## config.mk

```make
export PLATFORM = sky130hd
export DESIGN_NAME = base64url_strict_decoder
export DESIGN_NICKNAME = d
export VERILOG_FILES = /design/src/b64d_pkg.sv /design/src/b64d_front.sv /design/src/b64d_fifo.sv /design/src/b64d_back.sv /design/src/base64url_strict_decoder.sv
export VERILOG_INCLUDE_DIRS = /design/src /design/src/src
export SDC_FILE = /design/constraint.sdc
export NUM_CORES = 1
export LEC_CHECK = 0
export BUFFER_PORTS_ARGS = -buffer_cell sky130_fd_sc_hd__buf_4
export CAP_MARGIN = 20
export CORE_MARGIN = 1
export CORE_UTILIZATION = 45
export CTS_BUF_LIST = sky130_fd_sc_hd__clkbuf_8
export DETAILED_ROUTE_END_ITERATION = 10
export PLACE_DENSITY = 0.62
export RECOVER_POWER = 25
export SYNTH_ARGS = -nofsm -noshare
export SYNTH_HDL_FRONTEND = slang
export SYNTH_HIERARCHICAL = 1
export SYNTH_SLANG_ARGS = --single-unit
```

## constraint.sdc

```tcl
create_clock -name aclk -period 4.8 [get_ports aclk]
set_input_delay 0.96 -clock aclk [delete_from_list [all_inputs] [get_ports aclk]]
set_output_delay 0.96 -clock aclk [all_outputs]
set_load 0.01 [all_outputs]
```

## src/base64url_strict_decoder_macros.svh

```systemverilog
// Assertion macros used by the back part of the base64url decoder RTL.
// Depends on nothing; files that assert include it by name.
`ifndef BASE64URL_STRICT_DECODER_MACROS_SVH
`define BASE64URL_STRICT_DECODER_MACROS_SVH

// Same-cycle implication, checked outside reset.
`define B64D_ASSERT_NOW(lbl, clk, rstn, ante, cons, msg) \
    lbl: assert property (@(posedge clk) disable iff (!rstn) (ante) |-> (cons)) else $error(msg);

// Next-cycle implication, checked outside reset.
`define B64D_ASSERT_NEXT(lbl, clk, rstn, ante, cons, msg) \
    lbl: assert property (@(posedge clk) disable iff (!rstn) (ante) |=> (cons)) else $error(msg);

`endif

```

## src/b64d_pkg.sv

```systemverilog
// Types, constants and the character map of the base64url decoder.
// Used by every module of the block; depends on nothing.
package b64d_pkg;

    localparam int LIMIT_BITS = 16;
    localparam int CNT_W      = LIMIT_BITS + 1;
    localparam int CFG_W      = 16;
    localparam int FIFO_DEPTH = 4;
    localparam int FIFO_AW    = $clog2(FIFO_DEPTH);

    typedef enum logic [2:0] {
        STAT_OK      = 3'd0,
        STAT_ZERO    = 3'd1,
        STAT_BAD_LEN = 3'd2,
        STAT_OVER    = 3'd3,
        STAT_INVALID = 3'd4,
        STAT_PAD     = 3'd5
    } status_t;

    typedef struct packed {
        logic [7:0] character;
        logic       last;
    } in_item_t;

    typedef struct packed {
        logic [7:0] data_byte;
        logic       byte_valid;
        logic       last_res;
        logic [2:0] status;
    } out_item_t;

    // One classified character as it waits between the front and back parts.
    typedef struct packed {
        logic [5:0] sextet;
        logic       bad;
        logic       last;
    } sx_entry_t;

    // Returns {valid, sextet}; an invalid byte maps to sextet zero.
    function automatic logic [6:0] map_char(input logic [7:0] ch);
        logic [5:0] sx;
        logic       ok;
        sx = '0;
        ok = 1'b1;
        if (ch inside {[8'h41:8'h5A]}) begin
            sx = 6'(ch - 8'h41);
        end else if (ch inside {[8'h61:8'h7A]}) begin
            sx = 6'(ch - 8'h61 + 8'd26);
        end else if (ch inside {[8'h30:8'h39]}) begin
            sx = 6'(ch - 8'h30 + 8'd52);
        end else if (ch == 8'h2D) begin
            sx = 6'd62;
        end else if (ch == 8'h5F) begin
            sx = 6'd63;
        end else begin
            ok = 1'b0;
        end
        return {ok, sx};
    endfunction

endpackage

```

## src/b64d_front.sv

```systemverilog
// Front part of the decoder: accepts characters and classifies them.
// Depends on b64d_pkg; feeds b64d_fifo.
module b64d_front import b64d_pkg::*; (
    input  logic      s_valid,
    output logic      s_ready,
    input  in_item_t  s_data,
    output logic      q_wr_valid,
    input  logic      q_wr_ready,
    output sx_entry_t q_wr_data
);

    logic [6:0] mapped;

    assign mapped             = map_char(s_data.character);
    assign s_ready            = q_wr_ready;
    assign q_wr_valid         = s_valid;
    assign q_wr_data.sextet   = mapped[5:0];
    assign q_wr_data.bad      = ~mapped[6];
    assign q_wr_data.last     = s_data.last;

endmodule

```

## src/b64d_fifo.sv

```systemverilog
// Short queue of classified characters between the front and back parts.
// Depends on b64d_pkg.
module b64d_fifo import b64d_pkg::*; (
    input  logic      aclk,
    input  logic      aresetn,
    input  logic      wr_valid,
    output logic      wr_ready,
    input  sx_entry_t wr_data,
    output logic      rd_valid,
    input  logic      rd_ready,
    output sx_entry_t rd_data
);

    sx_entry_t            mem_reg [FIFO_DEPTH];
    logic [FIFO_AW-1:0]   wr_ptr_reg, wr_ptr_next;
    logic [FIFO_AW-1:0]   rd_ptr_reg, rd_ptr_next;
    logic [FIFO_AW:0]     count_reg, count_next;
    logic                 push, pop;

    assign wr_ready = (count_reg != (FIFO_AW+1)'(FIFO_DEPTH));
    assign rd_valid = (count_reg != '0);
    assign rd_data  = mem_reg[rd_ptr_reg];
    assign push     = wr_valid && wr_ready;
    assign pop      = rd_valid && rd_ready;

    always_comb begin
        wr_ptr_next = push ? wr_ptr_reg + 1'b1 : wr_ptr_reg;
        rd_ptr_next = pop ? rd_ptr_reg + 1'b1 : rd_ptr_reg;
        count_next  = count_reg + (FIFO_AW+1)'(push) - (FIFO_AW+1)'(pop);
    end

    always_ff @(posedge aclk) begin
        if (!aresetn) begin
            wr_ptr_reg <= '0;
            rd_ptr_reg <= '0;
            count_reg  <= '0;
        end else begin
            wr_ptr_reg <= wr_ptr_next;
            rd_ptr_reg <= rd_ptr_next;
            count_reg  <= count_next;
        end
    end

    always_ff @(posedge aclk) begin
        if (push) begin
            mem_reg[wr_ptr_reg] <= wr_data;
        end
    end

endmodule

```

## src/b64d_back.sv

```systemverilog
// Back part of the decoder: assembles bytes, tracks the string and sets the status.
// Depends on b64d_pkg and the assertion macros header.
`include "base64url_strict_decoder_macros.svh"

module b64d_back import b64d_pkg::*; (
    input  logic             aclk,
    input  logic             aresetn,
    input  logic             cfg_we,
    input  logic [CFG_W-1:0] cfg_wdata,
    input  logic             q_rd_valid,
    output logic             q_rd_ready,
    input  sx_entry_t        q_rd_data,
    output logic             m_valid,
    input  logic             m_ready,
    output out_item_t        m_data
);

    logic [LIMIT_BITS-1:0] limit_reg, limit_next;
    logic [1:0]            pos_reg, pos_next;
    logic [5:0]            held_reg, held_next;
    logic [CNT_W-1:0]      cnt_reg, cnt_next;
    logic                  err_reg, err_next;
    logic                  m_valid_reg, m_valid_next;
    out_item_t             m_data_reg, m_data_next;

    logic                  pop;
    logic                  has_byte;
    logic                  produce;
    logic [7:0]            byte_val;
    logic [CNT_W-1:0]      cnt_upd;
    logic                  err_upd;
    status_t               stat;

    assign q_rd_ready = !m_valid_reg || m_ready;
    assign pop        = q_rd_valid && q_rd_ready;
    assign m_valid    = m_valid_reg;
    assign m_data     = m_data_reg;

    always_comb begin
        byte_val = '0;
        case (pos_reg)
            2'd1:    byte_val = {held_reg, q_rd_data.sextet[5:4]};
            2'd2:    byte_val = {held_reg[3:0], q_rd_data.sextet[5:2]};
            2'd3:    byte_val = {held_reg[1:0], q_rd_data.sextet};
            default: byte_val = '0;
        endcase
        has_byte = (pos_reg != 2'd0);
        produce  = has_byte || q_rd_data.last;
        // The count stops once its top bit is set, which lies above any limit.
        cnt_upd  = cnt_reg + CNT_W'(has_byte && !cnt_reg[CNT_W-1]);
        err_upd  = err_reg || q_rd_data.bad;

        if (limit_reg == '0) begin
            stat = STAT_ZERO;
        end else if (pos_reg == 2'd0) begin
            stat = STAT_BAD_LEN;
        end else if (cnt_upd > {1'b0, limit_reg}) begin
            stat = STAT_OVER;
        end else if (err_upd) begin
            stat = STAT_INVALID;
        end else if ((pos_reg == 2'd1 && q_rd_data.sextet[3:0] != 4'd0) ||
                     (pos_reg == 2'd2 && q_rd_data.sextet[1:0] != 2'd0)) begin
            stat = STAT_PAD;
        end else begin
            stat = STAT_OK;
        end
    end

    always_comb begin
        limit_next   = cfg_we ? LIMIT_BITS'(cfg_wdata) : limit_reg;
        pos_next     = pos_reg;
        held_next    = held_reg;
        cnt_next     = cnt_reg;
        err_next     = err_reg;
        m_valid_next = m_valid_reg && !m_ready;
        m_data_next  = m_data_reg;
        if (pop) begin
            if (q_rd_data.last) begin
                pos_next  = '0;
                held_next = '0;
                cnt_next  = '0;
                err_next  = 1'b0;
            end else begin
                pos_next  = pos_reg + 2'd1;
                held_next = q_rd_data.sextet;
                cnt_next  = cnt_upd;
                err_next  = err_upd;
            end
            if (produce) begin
                m_valid_next           = 1'b1;
                m_data_next.data_byte  = byte_val;
                m_data_next.byte_valid = has_byte;
                m_data_next.last_res   = q_rd_data.last;
                m_data_next.status     = q_rd_data.last ? stat : STAT_OK;
            end
        end
    end

    always_ff @(posedge aclk) begin
        if (!aresetn) begin
            limit_reg   <= LIMIT_BITS'(4096);
            pos_reg     <= '0;
            held_reg    <= '0;
            cnt_reg     <= '0;
            err_reg     <= 1'b0;
            m_valid_reg <= 1'b0;
        end else begin
            limit_reg   <= limit_next;
            pos_reg     <= pos_next;
            held_reg    <= held_next;
            cnt_reg     <= cnt_next;
            err_reg     <= err_next;
            m_valid_reg <= m_valid_next;
        end
    end

    always_ff @(posedge aclk) begin
        m_data_reg <= m_data_next;
    end

    `B64D_ASSERT_NEXT(a_last_clears_state, aclk, aresetn, pop && q_rd_data.last, pos_reg == 2'd0 && cnt_reg == '0 && !err_reg, "string state not cleared after final character")
    `B64D_ASSERT_NOW(a_status_only_on_last, aclk, aresetn, m_valid_reg && !m_data_reg.last_res, m_data_reg.status == STAT_OK, "status set on a result that is not final")
    `B64D_ASSERT_NOW(a_no_byte_is_zero, aclk, aresetn, m_valid_reg && !m_data_reg.byte_valid, m_data_reg.data_byte == 8'd0 && m_data_reg.last_res, "result without a byte is not a clean final result")
    `B64D_ASSERT_NOW(a_count_saturates, aclk, aresetn, cnt_reg[CNT_W-1], cnt_reg[CNT_W-2:0] == '0, "byte count passed its saturation value")

endmodule

```

## src/base64url_strict_decoder.sv

```systemverilog
// Top level of the strict unpadded base64url decoder.
// Depends on b64d_pkg, b64d_front, b64d_fifo and b64d_back.
//
//   Port group   Direction   Handshake          Carries
//   s_*          in          s_valid/s_ready    one character and its last flag
//   m_*          out         m_valid/m_ready    byte, byte flag, last flag, status
//   cfg_*        in          cfg_we             output_limit
//
// One character is taken per cycle while the queue has room; it is written into the queue,
// and the back part pops it and registers any result for it in the output register.
// Rate is set by the byte assembly in the back part and the output register.
// The four-entry queue lets the input keep flowing while m_ready is low, until it fills.
// Synchronous active-low reset clears the queue, string state and output valid,
// and sets output_limit to 4096.
module base64url_strict_decoder import b64d_pkg::*; (
    input  logic             aclk,
    input  logic             aresetn,
    input  logic             cfg_we,
    input  logic [CFG_W-1:0] cfg_wdata,
    input  logic             s_valid,
    output logic             s_ready,
    input  in_item_t         s_data,
    output logic             m_valid,
    input  logic             m_ready,
    output out_item_t        m_data
);

    logic      wr_valid, wr_ready;
    sx_entry_t wr_data;
    logic      rd_valid, rd_ready;
    sx_entry_t rd_data;

    b64d_front u_front (
        .s_valid    (s_valid),
        .s_ready    (s_ready),
        .s_data     (s_data),
        .q_wr_valid (wr_valid),
        .q_wr_ready (wr_ready),
        .q_wr_data  (wr_data)
    );

    b64d_fifo u_fifo (
        .aclk     (aclk),
        .aresetn  (aresetn),
        .wr_valid (wr_valid),
        .wr_ready (wr_ready),
        .wr_data  (wr_data),
        .rd_valid (rd_valid),
        .rd_ready (rd_ready),
        .rd_data  (rd_data)
    );

    b64d_back u_back (
        .aclk       (aclk),
        .aresetn    (aresetn),
        .cfg_we     (cfg_we),
        .cfg_wdata  (cfg_wdata),
        .q_rd_valid (rd_valid),
        .q_rd_ready (rd_ready),
        .q_rd_data  (rd_data),
        .m_valid    (m_valid),
        .m_ready    (m_ready),
        .m_data     (m_data)
    );

endmodule

```

==> results of run 1 <==
-- path summary, 6_finish.rpt --
check | to | cells after the start | slack (ns) | start
worst min register to register | u_back/err_reg$_SDFFE_PN0P_ | 2 | 0.50 | u_back/err_reg$_SDFFE_PN0P_
worst max-delay path | u_back/m_data[2]$_SDFFCE_PP0P_ | 14 | 1.04 | u_back/pos_reg[0]$_SDFFE_PN0P_
worst min-delay path | u_back/err_reg$_SDFFE_PN0P_ | 2 | 0.50 | u_back/err_reg$_SDFFE_PN0P_
worst max register to register | u_back/m_data[2]$_SDFFCE_PP0P_ | 14 | 1.04 | u_back/pos_reg[0]$_SDFFE_PN0P_
-- kinds of logic after synthesis --
logic type	after synthesis	synth area share
AND/OR/NAND/NOR	165	0.179
adder cells (fa/ha/maj)	38	0.0893
multiplexers	27	0.0685
flip-flops	97	0.442
buffers and inverters	60	0.0463
AO/OA/AOI/OAI	104	0.140
XOR/XNOR	21	0.0340
-- power by group --
part           switching (W)  internal [W]  total [W]
sequential         0.0000994       0.00104    0.00114
combinational       0.000512      0.000352   0.000864
clock               0.000267      0.000194   0.000461
total               0.000879       0.00159    0.00246
-- metal layers --
metal  vias up  part of all wire  track usage
met2        86              0.47        0.300
met3        14             0.042       0.0435
met1      1913              0.47        0.256
li1       1933                 -            -
met4         0             0.015       0.0595
met5         -                 0            0
-- metrics by stage --
stage	util	total power (W)	hold slack (ns)	worst slack, ns
after floorplan	-	0.00174	0.459	1.48
after CTS	0.517	0.00250	0.503	1.05
after global routing	0.516	0.00264	0.541	0.713
after global placement	0.503	0.00201	0.470	1.31
after detailed placement	0.503	0.00203	0.481	1.10
final	0.516	0.00246	0.500	1.04
-- cell type report --
| class | count | area, µm² | share of cell area |
|---|---|---|---|
| timing repair buffer | 46 | 334 | 0.0560 |
| multi-input combinational | 355 | 2760 | 0.463 |
| clock inverter | 6 | 25.0 | 0.00420 |
| inverter | 35 | 131 | 0.0220 |
| sequential | 97 | 2390 | 0.401 |
| tap | 143 | 179 | 0.0300 |
| clock buffer | 10 | 138 | 0.0231 |
-- worst min-delay path: stages (launching register included) --
cell and delay (ns):
dfxtp_1 0.35, a21oi_1 0.05, nor2_1 0.07
-- cells in the mapped netlist (3+ instances only) --
cell,number
a21boi_0,8
edfxtp_1,45
or3_1,3
nand4_4,3
dfxtp_1,52
mux4_2,8
nor3_1,8
inv_1,34
nand3_1,6
xor2_1,9
ha_1,37
clkbuf_1,18
a21oi_1,24
a31oi_1,3
o221ai_1,3
and2_1,9
a22oi_1,5
nor3b_1,3
o22ai_1,4
xnor2_1,12
nand2_1,31
a21o_1,3
o21ai_0,18
buf_4,4
nor2b_1,34
nor4_1,7
nand3b_1,7
a222oi_1,8
nand4_1,11
mux2i_1,19
nor2_1,24
nand2b_1,3
and3_1,7
==> reports/summary.txt, run 1 <==
FF+latch count, synth -> 97
WL/cell -> 16.1 µm
starting DRC count in detailed routing -> 270
hpwl dp -> 8.11 mm
Synth Warn # -> 6
global route total overflow -> 0
Cell Pwr Density -> 413 nW/µm²
Total Routing Usage GR -> 0.189
Hold Buf Count CTS -> 0
Final Hold Vio Count -> 0
GP Congestion -> 0.907
required time worst endpoint -> 5.01 ns
RSZ-0062 raised after global routing -> no
Die H -> 112 µm
Setup violations, final -> 0
CP max FO -> 13
Port Buffer Count -> 44
worst vdd rail ir drop -> 0.247 mV
outcome -> finished, violations left
post-route clock period utilization -> 0.784
clk_skew -> 0.00739 ns
leakage power -> 2.32 nW
Max Transition Viols Final -> 58
I/O Pins -> 45
most frequent cells in the layout -> dfxtp_1 (52), edfxtp_1 (45), buf_4 (43), ha_1 (37), inv_1 (35)
core area -> 11,600 µm²
total of max-cap violations -> 1
EDFF count, synth -> 45
H-tree depth -> 3
syn nets -> 580
cell mode on critical path -> ha_1
post-route DRC violation count -> 5
CTS tree -> yes
slowest stage cell, crit path -> nor3_1
Mean Syn Cell Area -> 10.6 µm²
vias per cell -> 5.70
Synth-to-Final Area Change -> 10.2%
routed vias -> 3,946
Synth area leader -> edfxtp_1
post-route insts no fill -> 692
CP peak stage delay -> 0.45 ns
Worst EP arrival -> 3.97 ns
first-pass GRT wire length -> 18.4 mm
Fin Setup TNS -> 0 ns
Worst slew margin -> -0.338
final wirelength -> 11.1 mm
initial antenna violation count -> 0
failing checks -> design-rule violations, max-capacitance violations, max-slew violations
Tmin final -> 3.76 ns
Clock Path Buffers -> 2
CTS buffer count -> 9
Worst Setup End Kind -> flip-flop
CTS resizes -> 0
CP Class -> flip-flop to flip-flop
die width -> 112 µm
Setup crit start kind -> flip-flop
Gate Count Post-Synth -> 512
crit-path cells -> inv_1 -> ha_1 -> nor2_1 -> ha_1 -> nand4_4 -> nor3_1 -> nand2_1 -> xnor2_1 -> ha_1 -> nand4_1 -> nor4_1 -> a22o_1 -> a31o_2 -> nor3b_1
vias in the first global route -> 3,779
n_diodes -> 0
layout cells sized above 1 -> 0.146
Die ar. -> 12,500 µm²
top cells by area, synth -> edfxtp_1 (25%), dfxtp_1 (19%), ha_1 (8.6%)
Setup Buffers After CTS -> 0
most common cell after layout, fill and taps aside -> dfxtp_1
HP Class -> flip-flop to flip-flop
measured slew at the worst slew-check pin -> 2.01 ns
root buffer cell -> clkbuf_8
drt pass-1 iters -> 11
Initial Util -> 0.468
kind of cell adding the most delay to the critical path -> simple AND/OR/NAND/NOR gates
number of routed nets with antenna violations -> 0
Netlist cell types -> 67
register area share after synthesis -> 0.442
CTS Sinks -> 97
clock-pin slew on the worst setup and hold paths -> 0.09 ns
Rows -> 39
Fmax -> 266 MHz
number of flip-flops in the largest register -> 32
Cell Area, Synth -> 5410 µm²
Nets -> 612
Synth async-reset ratio -> 0
placed cell area -> 5810 µm²
largest net degree at the start of global routing -> 58
DP Cell Count -> 676
share of the synthesized area in the top cell type -> 0.250
Design Area, Final -> 5960 µm²
Clock Latency Late Sink -> 0.37 ns
Critical path buffers and inverters -> 1
# fillers -> 1,066
ys flop type -> dfxtp_1
No activity file was read; power rests on OpenSTA's default activity.
==> run 2: changes to the inputs <==
PLACE_DENSITY = 0.64   (was 0.62)
clock period = 3.1 ns   (was 4.8 ns; I/O delays follow)
==> run 2 against run 1 <==
Effect of this change:
- the flow still finishes with violations (design-rule violations, max-capacitance violations, max-slew violations)
- register-to-register slack got worse by 0.90 ns
- clock skew increased by 0.0011 ns
- largest cell class unchanged
- cell count grew 2.3%
- fmax up 27%
- highest routed layer unchanged
- clock power is 70% higher
- power grew 63%
- first-iteration DRC count rose by 4.1%
- non-clock buffer count is 16 higher
- combinational power grew 71%
- sequential share of layout area down 1.6 points
==> reports/summary.txt, run 2 (same netlist as run 1, synthesis figures left out) <==
Worst Setup End Kind -> flip-flop
routed vias -> 3,897
most frequent cells in the layout -> buf_4 (60), dfxtp_1 (50), edfxtp_1 (45), ha_1 (35), nor2b_1 (34)
WP depth -> 13
crit path from -> u_back/pos_reg[1]$_SDFFE_PN0P_
worst vdd rail ir drop -> 0.363 mV
initial antenna violation count -> 0
outcome -> finished, violations left
first-pass GRT wire length -> 18.0 mm
Critical Path Sink -> u_back/m_data[2]$_SDFFCE_PP0P_
CP Class -> flip-flop to flip-flop
WL/cell -> 15.3 µm
largest net degree at the start of global routing -> 58
vias in the first global route -> 3,743
Nets -> 628
Synth-to-Final Area Change -> 14.8%
layout cells sized above 1 -> 0.204
Design Area, Final -> 6210 µm²
Fmax -> 337 MHz
clk_skew -> 0.00852 ns
hold_sp -> cfg_wdata[12]
n_diodes -> 0
Setup crit start kind -> flip-flop
post-route DRC violation count -> 6
# fillers -> 1,008
Tmin final -> 2.97 ns
Worst slew margin -> -0.346
CTS tree -> yes
Worst R2R Start -> u_back/pos_reg[1]$_SDFFE_PN0P_
Reg-to-Reg End -> u_back/m_data[2]$_SDFFCE_PP0P_
HP Class -> primary input to flip-flop
cell mode on critical path -> ha_4
Die H -> 112 µm
failing checks -> design-rule violations, max-capacitance violations, max-slew violations
drt pass-1 iters -> 8
leakage power -> 2.45 nW
root buffer cell -> clkbuf_8
Total Routing Usage GR -> 0.183
vias per cell -> 5.50
Worst EP arrival -> 3.08 ns
core area -> 11,600 µm²
starting DRC count in detailed routing -> 281
share of the core filled with cells -> 0.537
kind of cell adding the most delay to the critical path -> compound AO/OA/AOI/OAI gates
placed cell area -> 5930 µm²
most common cell after layout, fill and taps aside -> buf_4
Cell Pwr Density -> 645 nW/µm²
slowest stage cell, crit path -> dfxtp_2
Port Buffer Count -> 44
r2r setup slk -> 0.13 ns
clock-pin slew on the worst setup and hold paths -> 0.09 ns
die width -> 112 µm
Clock Path Buffers -> 2
total of max-cap violations -> 1
GP Congestion -> 0.879
H-tree depth -> 3
Setup violations, final -> 0
final wirelength -> 10.9 mm
hpwl dp -> 7.82 mm
number of flip-flops in the largest register -> 32
required time worst endpoint -> 3.22 ns
R2R cell count -> 13
CTS Sinks -> 97
Clock Latency Late Sink -> 0.37 ns
Critical path buffers and inverters -> 2
measured slew at the worst slew-check pin -> 2.02 ns
I/O Pins -> 45
Max Transition Viols Final -> 58
Rows -> 39
Final Hold Vio Count -> 0
number of routed nets with antenna violations -> 0
crit-path cells -> inv_2 -> ha_4 -> nor2_4 -> ha_4 -> nand4_4 -> buf_4 -> xnor2_1 -> ha_1 -> nand2_1 -> o21ai_0 -> a22oi_1 -> a31o_2 -> nor3b_2
CTS buffer count -> 9
CP peak stage delay -> 0.35 ns
Die ar. -> 12,500 µm²
global route total overflow -> 0
Initial Util -> 0.468
CP max FO -> 7
post-route clock period utilization -> 0.957
[run 2: cell count changes in the layout (fill, tap and decap cells not counted), moves of 3 or more]
cell,before,now
and2_0,4,1
nor3_1,8,5
nor2_1,24,20
buf_4,43,60
and2_1,6,9
[run 2: worst min path at each step]
stage | to | slack (ns) | depth (start not counted)
finish | u_back/limit_reg[12]$_SDFFE_PN1P_ | 0.47 | 3
global route | u_back/limit_reg[12]$_SDFFE_PN1P_ | 0.47 | 3
CTS | u_fifo/mem_reg[2][0]$_DFFE_PP_ | 0.43 | 1
detailed placement | u_back/err_reg$_SDFFE_PN0P_ | 0.48 | 2
global placement | u_back/err_reg$_SDFFE_PN0P_ | 0.48 | 2
floorplan | u_back/err_reg$_SDFFE_PN0P_ | 0.46 | 2
[run 2: timing repair]
action,in CTS,in global routing
resized for setup,0,17
setup buffers,1,3
pin swaps,0,8
endpoints found under the setup margin,1,3
hold buffers,0,0
[run 2: worst reg2reg max path: cells and delay by family, from the launching register on]
family | cells | cell delay [ns]
AO/OA/AOI/OAI | 3 | 0.75
adder cells (fa/ha/maj) | 3 | 0.65
AND/OR/NAND/NOR | 4 | 0.56
flip-flops | 1 | 0.35
buffers and inverters | 2 | 0.27
XOR/XNOR | 1 | 0.13
[run 2: report_power, final]
group | leakage (nW) | switching [W] | internal (W) | total [W]
Clock | 0.0935 | 0.000420 | 0.000365 | 0.000785
Sequential | 0.850 | 0.000131 | 0.00161 | 0.00174
Combinational | 1.51 | 0.000841 | 0.000640 | 0.00148
[run 2: stage by stage]
stage	hold slack (ns)	std cells	total power (W)	setup WS, ns	TNS [ns]
2_1_floorplan	0.459	512	0.00270	0.0127	0
3_3_place_gp	0.480	688	0.00317	0.115	0
3_5_place_dp	0.484	688	0.00320	0.0181	0
4_1_cts	0.429	705	0.00400	0.00220	0
5_1_grt	0.473	708	0.00429	-0.0431	-0.0643
6_report	0.471	708	0.00401	0.134	0
[run 2: area by class of cell]
class                           count  area [µm²]  area share
Clock inverter                      7        61.3     0.00987
Sequential cell                    97        2390       0.386
Clock buffer                        9         124      0.0199
Tap cell                          143         179      0.0288
Inverter                           35         131      0.0212
Multi-Input combinational cell    355        2860       0.461
Timing Repair Buffer               62         458      0.0737
[run 2: routing by layer]
| metal | track usage | routed length (µm) | vias to the layer above |
|---|---|---|---|
| li1 | - | - | 1959 |
| met5 | 0 | 0 | - |
| met1 | 0.253 | 5310 | 1849 |
| met2 | 0.283 | 4970 | 77 |
| met4 | 0.0622 | 156 | 0 |
| met3 | 0.0414 | 421 | 12 |
